**src/rtl/sacc_pkg.sv**
```systemverilog
// Shared types, constants and helpers for the servo angle command conditioner.
`default_nettype none

package sacc_pkg;

   localparam int SERVO_COUNT = 4;
   localparam int SERVO_W     = 2;
   localparam int COUNT_W     = 3;

   localparam logic [SERVO_W-1:0] GRIP_INDEX  = SERVO_W'(SERVO_COUNT - 1);
   localparam logic [7:0]         ANGLE_MAX   = 8'd180;
   localparam logic [7:0]         ANGLE_RESET = 8'd90;
   localparam logic [9:0]         RAW_MAX     = 10'd1023;
   localparam logic [15:0]        COUNT_MAX   = 16'hFFFF;

   localparam logic [9:0]  DEADBAND_RESET = 10'd5;
   localparam logic [7:0]  STEP_RESET     = 8'd30;
   localparam logic [15:0] DEBOUNCE_RESET = 16'd50;
   localparam logic [7:0]  HOLD_RESET     = 8'd100;
   localparam logic [7:0]  RELEASE_RESET  = 8'd180;

   typedef enum logic [1:0] {
      ACT_TICK  = 2'd0,
      ACT_POT   = 2'd1,
      ACT_FRAME = 2'd2,
      ACT_NONE  = 2'd3
   } action_type;

   typedef enum logic [2:0] {
      REG_DEADBAND = 3'd0,
      REG_STEP     = 3'd1,
      REG_DEBOUNCE = 3'd2,
      REG_HOLD     = 3'd3,
      REG_RELEASE  = 3'd4
   } reg_index_type;

   typedef struct packed {
      logic [9:0]  deadband_raw;
      logic [7:0]  max_angle_step;
      logic [15:0] debounce_ticks;
      logic [7:0]  gripper_hold_angle;
      logic [7:0]  gripper_release_angle;
   } cfg_type;

   typedef struct packed {
      logic               write_valid;
      logic [SERVO_W-1:0] servo_select;
      logic [7:0]         angle;
   } entry_type;

   typedef struct packed {
      logic [COUNT_W-1:0]               count;
      entry_type [SERVO_COUNT-1:0]      entries;
      logic                             mode;
   } burst_type;

   function automatic logic [7:0] sat_angle(input logic [7:0] a);
      return (a > ANGLE_MAX) ? ANGLE_MAX : a;
   endfunction

endpackage

`default_nettype wire

```
**src/rtl/servo_angle_command_conditioner.sv**
```systemverilog
// Servo angle command conditioner: debounced mode button, pot mapping and remote frames.
//
// Items arrive on the req_ channel (valid/stall) and are taken at any edge where
// req_valid is high and req_stall low. Each item is held in an input register and
// processed in one pass; its results are loaded into a result register and leave on
// the rsp_ channel as beats, the final one flagged by rsp_last_of_run. An accepted item
// waits in the input register until the result register can take it, and the result
// register then presents its first beat. Pot samples, ticks that apply no frame and
// remote frames held as pending give one beat and can be accepted every cycle while
// rsp_stall is low. An applied remote frame, direct or via a tick, gives four beats,
// one per cycle unless rsp_stall is high. While rsp_stall is high the current beat
// holds; once the input register is also full, req_stall rises until the result
// register can take the next item. Configuration is written on the csr_ channel
// (csr_ready is always high); the user must write it only while the block is idle, which
// the block does not enforce. Synchronous reset restores the configuration and state
// registers, mode potentiometer, every servo angle at 90, and empties both channels.
`default_nettype none

module servo_angle_command_conditioner (
   input  wire logic        clock,
   input  wire logic        reset,
   input  wire logic        req_valid,
   output logic             req_stall,
   input  wire logic [1:0]  req_action,
   input  wire logic        req_button_level,
   input  wire logic [1:0]  req_servo_index,
   input  wire logic [9:0]  req_pot_raw,
   input  wire logic [7:0]  req_remote_angle_a,
   input  wire logic [7:0]  req_remote_angle_b,
   input  wire logic [7:0]  req_remote_angle_c,
   input  wire logic [7:0]  req_remote_grip,
   output logic             rsp_valid,
   input  wire logic        rsp_stall,
   output logic             rsp_write_valid,
   output logic [1:0]       rsp_servo_select,
   output logic [7:0]       rsp_angle_out,
   output logic             rsp_mode_out,
   output logic             rsp_last_of_run,
   input  wire logic        csr_valid,
   output logic             csr_ready,
   input  wire logic [2:0]  csr_index,
   input  wire logic [15:0] csr_data
);

   sacc_pkg::cfg_type   cfg;
   sacc_pkg::burst_type burst;
   logic                load;
   logic                can_load;

   sacc_csr u_csr (
      .clock     (clock),
      .reset     (reset),
      .csr_valid (csr_valid),
      .csr_ready (csr_ready),
      .csr_index (csr_index),
      .csr_data  (csr_data),
      .cfg       (cfg)
   );

   sacc_core u_core (
      .clock              (clock),
      .reset              (reset),
      .req_valid          (req_valid),
      .req_stall          (req_stall),
      .req_action         (req_action),
      .req_button_level   (req_button_level),
      .req_servo_index    (req_servo_index),
      .req_pot_raw        (req_pot_raw),
      .req_remote_angle_a (req_remote_angle_a),
      .req_remote_angle_b (req_remote_angle_b),
      .req_remote_angle_c (req_remote_angle_c),
      .req_remote_grip    (req_remote_grip),
      .cfg                (cfg),
      .can_load           (can_load),
      .load               (load),
      .burst              (burst)
   );

   sacc_burst u_burst (
      .clock            (clock),
      .reset            (reset),
      .load             (load),
      .burst            (burst),
      .can_load         (can_load),
      .rsp_valid        (rsp_valid),
      .rsp_stall        (rsp_stall),
      .rsp_write_valid  (rsp_write_valid),
      .rsp_servo_select (rsp_servo_select),
      .rsp_angle_out    (rsp_angle_out),
      .rsp_mode_out     (rsp_mode_out),
      .rsp_last_of_run  (rsp_last_of_run)
   );

endmodule

`default_nettype wire

```
**src/rtl/sacc_csr.sv**
```systemverilog
// Configuration register file for the servo angle command conditioner.
`default_nettype none

module sacc_csr (
   input  wire logic              clock,
   input  wire logic              reset,
   input  wire logic              csr_valid,
   output logic                   csr_ready,
   input  wire logic [2:0]        csr_index,
   input  wire logic [15:0]       csr_data,
   output sacc_pkg::cfg_type      cfg
);

   sacc_pkg::cfg_type cfg_ff;

   assign csr_ready = 1'b1;
   assign cfg       = cfg_ff;

   always_ff @(posedge clock) begin
      if (reset) begin
         cfg_ff.deadband_raw          <= sacc_pkg::DEADBAND_RESET;
         cfg_ff.max_angle_step        <= sacc_pkg::STEP_RESET;
         cfg_ff.debounce_ticks        <= sacc_pkg::DEBOUNCE_RESET;
         cfg_ff.gripper_hold_angle    <= sacc_pkg::HOLD_RESET;
         cfg_ff.gripper_release_angle <= sacc_pkg::RELEASE_RESET;
      end else if (csr_valid && csr_ready) begin
         unique case (sacc_pkg::reg_index_type'(csr_index))
            sacc_pkg::REG_DEADBAND: cfg_ff.deadband_raw          <= csr_data[9:0];
            sacc_pkg::REG_STEP:     cfg_ff.max_angle_step        <= csr_data[7:0];
            sacc_pkg::REG_DEBOUNCE: cfg_ff.debounce_ticks        <= csr_data;
            sacc_pkg::REG_HOLD:     cfg_ff.gripper_hold_angle    <= csr_data[7:0];
            sacc_pkg::REG_RELEASE:  cfg_ff.gripper_release_angle <= csr_data[7:0];
            default: begin
            end
         endcase
      end
   end

endmodule

`default_nettype wire

```
**src/rtl/sacc_core.sv**
```systemverilog
// Input register, conditioner state and the single-pass update logic.
`default_nettype none

module sacc_core (
   input  wire logic                          clock,
   input  wire logic                          reset,
   input  wire logic                          req_valid,
   output logic                               req_stall,
   input  wire logic [1:0]                    req_action,
   input  wire logic                          req_button_level,
   input  wire logic [1:0]                    req_servo_index,
   input  wire logic [9:0]                    req_pot_raw,
   input  wire logic [7:0]                    req_remote_angle_a,
   input  wire logic [7:0]                    req_remote_angle_b,
   input  wire logic [7:0]                    req_remote_angle_c,
   input  wire logic [7:0]                    req_remote_grip,
   input  wire sacc_pkg::cfg_type             cfg,
   input  wire logic                          can_load,
   output logic                               load,
   output sacc_pkg::burst_type                burst
);

   localparam int N         = sacc_pkg::SERVO_COUNT;
   localparam int W         = sacc_pkg::SERVO_W;
   localparam int COUNT_W_L = sacc_pkg::COUNT_W;

   // Input register
   logic                 in_valid_ff, in_valid_in;
   logic [1:0]           action_ff;
   logic                 level_ff;
   logic [W-1:0]         index_ff;
   logic [9:0]           raw_ff;
   logic [N-1:0][7:0]    frame_ff;

   // Conditioner state
   logic                 mode_ff, mode_in;
   logic                 prev_ff, prev_in;
   logic                 handled_ff, handled_in;
   logic [15:0]          stable_ff, stable_in;
   logic [N-1:0][7:0]    angles_ff, angles_in;
   logic [N-1:0][9:0]    accepted_ff, accepted_in;
   logic                 pend_valid_ff, pend_valid_in;
   logic [N-1:0][7:0]    pend_ff, pend_in;

   logic                 accept;
   logic                 same_level;
   logic [15:0]          stable_tick;
   logic                 handled_tick;
   logic                 press;
   logic [7:0]           hold_angle;
   logic [N-1:0][7:0]    frame_src;
   logic [N-1:0][7:0]    frame_angle;
   logic [9:0]           inv_raw;
   logic [17:0]          scaled;
   logic [7:0]           quot_lo;
   logic [10:0]          rem;
   logic [7:0]           pot_angle;
   logic [9:0]           last_raw;
   logic [9:0]           raw_diff;
   logic [7:0]           cur_angle;
   logic [7:0]           angle_diff;
   logic [COUNT_W_L-1:0] n_results;
   sacc_pkg::entry_type [N-1:0] entries;

   assign load      = in_valid_ff && can_load;
   assign req_stall = in_valid_ff && !can_load;
   assign accept    = req_valid && !req_stall;

   always_comb begin
      if (accept) begin
         in_valid_in = 1'b1;
      end else if (load) begin
         in_valid_in = 1'b0;
      end else begin
         in_valid_in = in_valid_ff;
      end
   end

   // Debounce: the count restarts whenever the level changes.
   assign same_level   = (level_ff == prev_ff);
   assign stable_tick  = !same_level ? 16'd0 :
                         (stable_ff != sacc_pkg::COUNT_MAX) ? stable_ff + 16'd1 : stable_ff;
   assign handled_tick = same_level && handled_ff;
   assign press        = (stable_tick > cfg.debounce_ticks) && !level_ff && !handled_tick;

   assign hold_angle = sacc_pkg::sat_angle(cfg.gripper_hold_angle);

   // A frame is applied either from the stored pending copy or straight from the input.
   assign frame_src = (sacc_pkg::action_type'(action_ff) == sacc_pkg::ACT_TICK) ?
                      pend_ff : frame_ff;

   always_comb begin
      for (int i = 0; i < N - 1; i++) begin
         frame_angle[i] = sacc_pkg::sat_angle(frame_src[i]);
      end
      frame_angle[N-1] = (frame_src[N-1] != 8'd0) ? hold_angle :
                         sacc_pkg::sat_angle(cfg.gripper_release_angle);
   end

   // Inverse map: (1023 - raw) * 180 / 1023. Dividing by 1024 instead falls short
   // by at most one, which the remainder compare puts right.
   assign inv_raw   = sacc_pkg::RAW_MAX - raw_ff;
   assign scaled    = 18'(inv_raw) * 18'(sacc_pkg::ANGLE_MAX);
   assign quot_lo   = scaled[17:10];
   assign rem       = 11'(scaled[9:0]) + 11'(quot_lo);
   assign pot_angle = (rem >= 11'(sacc_pkg::RAW_MAX)) ? quot_lo + 8'd1 : quot_lo;

   assign last_raw   = accepted_ff[index_ff];
   assign raw_diff   = (raw_ff > last_raw) ? raw_ff - last_raw : last_raw - raw_ff;
   assign cur_angle  = angles_ff[index_ff];
   assign angle_diff = (pot_angle > cur_angle) ? pot_angle - cur_angle : cur_angle - pot_angle;

   always_comb begin
      mode_in       = mode_ff;
      prev_in       = prev_ff;
      handled_in    = handled_ff;
      stable_in     = stable_ff;
      angles_in     = angles_ff;
      accepted_in   = accepted_ff;
      pend_valid_in = pend_valid_ff;
      pend_in       = pend_ff;
      entries       = '0;
      n_results     = '0;

      unique case (sacc_pkg::action_type'(action_ff))
         sacc_pkg::ACT_TICK: begin
            stable_in  = stable_tick;
            handled_in = handled_tick || press;
            prev_in    = level_ff;
            if (press) begin
               mode_in = !mode_ff;
               if (mode_ff) begin
                  angles_in[sacc_pkg::GRIP_INDEX] = hold_angle;
                  entries[0] = '{1'b1, sacc_pkg::GRIP_INDEX, hold_angle};
                  n_results  = COUNT_W_L'(1);
               end else if (pend_valid_ff) begin
                  pend_valid_in = 1'b0;
                  angles_in     = frame_angle;
                  for (int i = 0; i < N; i++) begin
                     entries[i] = '{1'b1, W'(i), frame_angle[i]};
                  end
                  n_results = COUNT_W_L'(N);
               end
            end
         end
         sacc_pkg::ACT_POT: begin
            if (!mode_ff && (raw_diff > cfg.deadband_raw) &&
                (angle_diff <= cfg.max_angle_step)) begin
               accepted_in[index_ff] = raw_ff;
               angles_in[index_ff]   = pot_angle;
               entries[0] = '{1'b1, index_ff, pot_angle};
               n_results  = COUNT_W_L'(1);
            end
         end
         sacc_pkg::ACT_FRAME: begin
            if (mode_ff) begin
               angles_in = frame_angle;
               for (int i = 0; i < N; i++) begin
                  entries[i] = '{1'b1, W'(i), frame_angle[i]};
               end
               n_results = COUNT_W_L'(N);
            end else begin
               pend_in       = frame_ff;
               pend_valid_in = 1'b1;
            end
         end
         sacc_pkg::ACT_NONE: begin
         end
      endcase
   end

   // An input that commands nothing still yields one idle beat.
   assign burst.count   = (n_results == '0) ? COUNT_W_L'(1) : n_results;
   assign burst.entries = entries;
   assign burst.mode    = mode_in;

   always_ff @(posedge clock) begin
      if (reset) begin
         in_valid_ff <= 1'b0;
      end else begin
         in_valid_ff <= in_valid_in;
      end
   end

   always_ff @(posedge clock) begin
      if (accept) begin
         action_ff   <= req_action;
         level_ff    <= req_button_level;
         index_ff    <= req_servo_index;
         raw_ff      <= req_pot_raw;
         frame_ff[0] <= req_remote_angle_a;
         frame_ff[1] <= req_remote_angle_b;
         frame_ff[2] <= req_remote_angle_c;
         frame_ff[3] <= req_remote_grip;
      end
   end

   always_ff @(posedge clock) begin
      if (reset) begin
         mode_ff       <= 1'b0;
         prev_ff       <= 1'b1;
         handled_ff    <= 1'b0;
         stable_ff     <= 16'd0;
         angles_ff     <= {N{sacc_pkg::ANGLE_RESET}};
         accepted_ff   <= '0;
         pend_valid_ff <= 1'b0;
         pend_ff       <= '0;
      end else if (load) begin
         mode_ff       <= mode_in;
         prev_ff       <= prev_in;
         handled_ff    <= handled_in;
         stable_ff     <= stable_in;
         angles_ff     <= angles_in;
         accepted_ff   <= accepted_in;
         pend_valid_ff <= pend_valid_in;
         pend_ff       <= pend_in;
      end
   end

endmodule

`default_nettype wire

```
**src/rtl/sacc_burst.sv**
```systemverilog
// Result register that holds one input's results and sends them one beat per cycle while rsp_stall is low.
`default_nettype none

module sacc_burst (
   input  wire logic                   clock,
   input  wire logic                   reset,
   input  wire logic                   load,
   input  wire sacc_pkg::burst_type    burst,
   output logic                        can_load,
   output logic                        rsp_valid,
   input  wire logic                   rsp_stall,
   output logic                        rsp_write_valid,
   output logic [1:0]                  rsp_servo_select,
   output logic [7:0]                  rsp_angle_out,
   output logic                        rsp_mode_out,
   output logic                        rsp_last_of_run
);

   localparam int N  = sacc_pkg::SERVO_COUNT;
   localparam int CW = sacc_pkg::COUNT_W;
   localparam int PW = sacc_pkg::SERVO_W;

   logic [CW-1:0]               remaining_ff, remaining_in;
   logic [PW-1:0]               ptr_ff, ptr_in;
   sacc_pkg::entry_type [N-1:0] entries_ff;
   logic                        mode_ff;
   logic                        take;
   sacc_pkg::entry_type         head;

   assign take     = (remaining_ff != '0) && !rsp_stall;
   // A new burst may follow straight on from the last beat of the one in flight.
   assign can_load = (remaining_ff == '0) || ((remaining_ff == CW'(1)) && !rsp_stall);

   always_comb begin
      if (load) begin
         remaining_in = burst.count;
         ptr_in       = '0;
      end else if (take) begin
         remaining_in = remaining_ff - CW'(1);
         ptr_in       = ptr_ff + PW'(1);
      end else begin
         remaining_in = remaining_ff;
         ptr_in       = ptr_ff;
      end
   end

   always_ff @(posedge clock) begin
      if (reset) begin
         remaining_ff <= '0;
         ptr_ff       <= '0;
      end else begin
         remaining_ff <= remaining_in;
         ptr_ff       <= ptr_in;
      end
   end

   always_ff @(posedge clock) begin
      if (load) begin
         entries_ff <= burst.entries;
         mode_ff    <= burst.mode;
      end
   end

   assign head             = entries_ff[ptr_ff];
   assign rsp_valid        = (remaining_ff != '0);
   assign rsp_write_valid  = head.write_valid;
   assign rsp_servo_select = head.servo_select;
   assign rsp_angle_out    = head.angle;
   assign rsp_mode_out     = mode_ff;
   assign rsp_last_of_run  = (remaining_ff == CW'(1));

endmodule

`default_nettype wire
```
**config.mk**
```make
export PLATFORM = sky130hd
export DESIGN_NAME = servo_angle_command_conditioner
export DESIGN_NICKNAME = d
export VERILOG_FILES = /design/src/rtl/sacc_pkg.sv /design/src/rtl/servo_angle_command_conditioner.sv /design/src/rtl/sacc_csr.sv /design/src/rtl/sacc_core.sv /design/src/rtl/sacc_burst.sv
export SDC_FILE = /design/constraint.sdc
export NUM_CORES = 1
export LEC_CHECK = 0
export BUFFER_PORTS_ARGS = -buffer_cell sky130_fd_sc_hd__buf_2
export CAP_MARGIN = 10
export CORE_MARGIN = 1
export CORE_UTILIZATION = 56
export DETAILED_ROUTE_END_ITERATION = 12
export GPL_ROUTABILITY_DRIVEN = 0
export PLACE_DENSITY = 0.77
export RECOVER_POWER = 100
export SLEW_MARGIN = 20
export SYNTH_ARGS = -nofsm -noshare
export SYNTH_HDL_FRONTEND = slang
export SYNTH_SLANG_ARGS = --single-unit
```
**constraint.sdc**
```tcl
create_clock -name clock -period 10.75 [get_ports clock]
set_clock_uncertainty 0.05 [all_clocks]
set_input_delay 0.5375 -clock clock [delete_from_list [all_inputs] [get_ports clock]]
set_output_delay 0.5375 -clock clock [all_outputs]
set_load 0.02 [all_outputs]
```
==> results.ini <==
[setup_path]
endpoint_kind = register
path_class = reg -> reg
critPathCapture = u_core.angles_ff[27]
critPathMaxStageDelay_ps = 550
startpoint = u_core.raw_ff[3]
r2r_cells = 44
path_common_cell = ha_1
critPathArrivalTime_ps = 10840
timing.rr.end = u_core.angles_ff[27]
worstPathMaxFanout = 6
worstReg2RegStart = u_core.raw_ff[3]
required_ps = 11140
regToRegSetupSlack_ps = 300
critPathLaunchType = register
critical_path.slowest_cell = fa_1

[drt]
drtAntennaViolNets = 0
drcViolationCount = 0
drtIter0Drc = 1473
num_vias = 13848
vias_per_cell = 6.04
wl_per_cell_um = 19.1
dr.pass1.iters = 7
finalWirelength_um = 43800

[finish]
layout-drive-gt1-share_pct = 13.9
antenna_cells = 0
nets = 2093
final_core_util_pct = 64.9
layout.cells.most_common_list = nand2_1, nor2_1, a21oi_1
final_common_cell = nand2_1
n_fill_cell = 2282
seq_area_um2 = 6130
multi_input_area_um2 = 9200
syn_to_final_growth_pct = 13.8

[power]
vdd_ir_drop_max_uv = 244
cellPowerDensity_nw_per_um2 = 298
p_sw_share_pct = 44.0
power_leakage_nw = 7.19
internal_power_mw = 3.00
power_frac_clock_pct = 17.4
p_sw_mw = 2.36
p_comb_share_pct = 60.3
pwr-share-seq_pct = 22.3
power_mw = 5.37

[timing]
finalHoldViolCount = 0
worst_slew_pin_slew_ps = 3490
fin_crit_sh_pct = 97.2
slew_headroom_pct = -133
slew_viol_final = 177
fmax_mhz = 95.7
fin_crit_ps = 10450
setup_violations = 0

[clock_tree]
cts_tree = done
h-tree-depth = 1
clkTransAtPathRegs_ps = 60
cts.sinks = 264
root_buffer = clkbuf_16
clk_path_buf_depth = 3
cts_made_buffers = 28
clk_latency_ps = 570

[global_route]
grt_max_degree = 101
grt_pass1_wl_um = 67700
grt_pass1_vias = 12794
antenna_found_initial = 0
grt.overflow.total = 0
grt_use_total_pct = 29.8

[status]
outcome = finished, violations left
violations = capacitance limit, slew limit

[synthesis]
yosysSeqAreaShare_pct = 38.7
synth.net_count = 2010
syn_avg_cell_area_um2 = 8.75
synth_flop_cell = dfxtp_1
ys_seq_elements = 264
synth_edf_count = 84
ys_types = 88
netlist_area_um2 = 15800
postSynth.asyncResetShare_pct = 0
ys_warn_count = 0
synth_cells = 1811

[placed_design]
dp_hpwl_um = 31200
port_buffers = 85

[die]
die_y_um = 170
die_w_um = 170
initial_core_util_pct = 57.0
pin_count = 87
std_cell_rows = 61
dieArea_um2 = 29000
fp.coreArea_um2 = 27800

[flow_run]
max_cap_violations = 3

[min_path]
hold_path.class = in -> reg

==> how the worst min path moves through the flow <==
stage	start	to	slack (ps)	depth (start not counted)
2_1_floorplan	u_core.pend_ff[31]	u_core.pend_ff[31]	380	2
3_3_place_gp	u_core.pend_ff[31]	u_core.pend_ff[31]	390	2
3_5_place_dp	u_core.pend_ff[31]	u_core.pend_ff[31]	390	2
4_1_cts	req_remote_grip[4]	u_core.frame_ff[28]	80	1
5_1_grt	req_remote_angle_b[0]	u_core.frame_ff[8]	80	1
6_report	req_remote_angle_c[2]	u_core.frame_ff[18]	90	1
==> cell type report <==
cell class / instances / area share, %
repair buffers: 141 / 4.53
clock buffers: 40 / 4.31
flip-flops and latches: 264 / 34.0
inverters: 140 / 2.92
clock inverters: 12 / 0.542
well taps: 378 / 2.62
multi-input cells: 1319 / 51.1
==> what timing repair did <==
action / 4_1_cts / 5_1_grt
gates resized for setup: 6 / 60
hold buffers: 0 / 0
buffers inserted: 0 / 15
pin swaps: 3 / 24
setup endpoints to repair: 56 / 84
gates cloned: 0 / 1
==> cells in the mapped netlist, types with 12 or more instances <==
library cell    n  area, um^2
ha_1          112        1400
nor2b_1        20         125
clkbuf_1       78         293
mux2i_1        35         350
a21oi_1       197         986
nand4_1        16         100
nand3_1        25         125
nand2b_1       19         119
a221o_1        12         120
nand2_1       257         965
edfxtp_1       84        2520
nor3_1         17        85.1
dfxtp_1       180        3600
a21o_1         27         203
fa_1           16         320
nand3b_1       17         128
xor2_1         20         175
mux4_2         26         586
o21ai_0        59         295
a211oi_1       24         180
xnor2_1        31         272
o22ai_1        17         106
inv_1         136         510
and2_1         17         106
nor2_1        205         769
==> sequential cells by signal (all words and copies together), names as in the netlist <==
name	flops
u_core.level_ff	1
u_core.stable_ff	16
u_burst.entries_ff	36
u_core.prev_ff	1
u_core.action_ff	2
u_csr.cfg	50
u_burst.remaining_ff	3
u_core.pend_ff	32
u_core.index_ff	2
u_core.pend_valid_ff	1
u_burst.rsp_mode_out	1
u_core.angles_ff	32
u_core.frame_ff	32
u_core.raw_ff	10
u_core.in_valid_ff	1
u_core.accepted_ff	40
u_burst.ptr_ff	2
u_core.mode_ff	1
u_core.handled_ff	1
==> power by group through the flow <==
stage	clock [mW]	combinational, mW	sequential (mW)
floorplan	0	2.14	1.18
global placement	0	2.83	1.20
detailed placement	0	2.91	1.21
CTS	0.939	2.94	1.19
global route	0.980	3.49	1.20
finish	0.933	3.24	1.20
==> per-stage QoR <==
| step | hold slack, ps | setup WS (ps) | setup TNS (ps) | area (um^2) | cells |
|---|---|---|---|---|---|
| 4_1_cts | 80.9 | 0.0213 | 0 | 17700 | 2278 |
| 3_5_place_dp | 392 | -107 | -1550 | 16800 | 2226 |
| 6_report | 91.7 | 301 | 0 | 18000 | 2294 |
| 2_1_floorplan | 381 | 15.5 | 0 | 15900 | 1811 |
| 5_1_grt | 80.5 | -145 | -4080 | 18000 | 2294 |
| 3_3_place_gp | 388 | 186 | 0 | 16800 | 2226 |
==> logic make-up after synthesis <==
| logic type | Yosys count | synth area share, % |
|---|---|---|
| simple gates | 626 | 17.5 |
| compound gates | 439 | 17.7 |
| buf+inv | 228 | 5.44 |
| mux | 69 | 6.48 |
| other cells | 1 | 0.0237 |
| xor+xnor | 53 | 3.14 |
| flops | 264 | 38.7 |
| fa+ha+maj | 131 | 11.1 |
==> critical path, delay by kind of cell, from the launching register on <==
kind | cells | cell delay, ps
compound gates | 16 | 3270
xor+xnor | 4 | 740
fa+ha+maj | 8 | 2850
buf+inv | 6 | 850
flops | 1 | 410
mux | 1 | 240
simple gates | 9 | 1880
==> per-layer routing <==
layer  global-route usage [%]  wire length, um
met1                     41.5            18600
met3                     4.81             3990
met4                     10.3             1540
met2                     47.0            19600
met5                        0                0
Note: power is estimated with default switching activity, not from simulation.
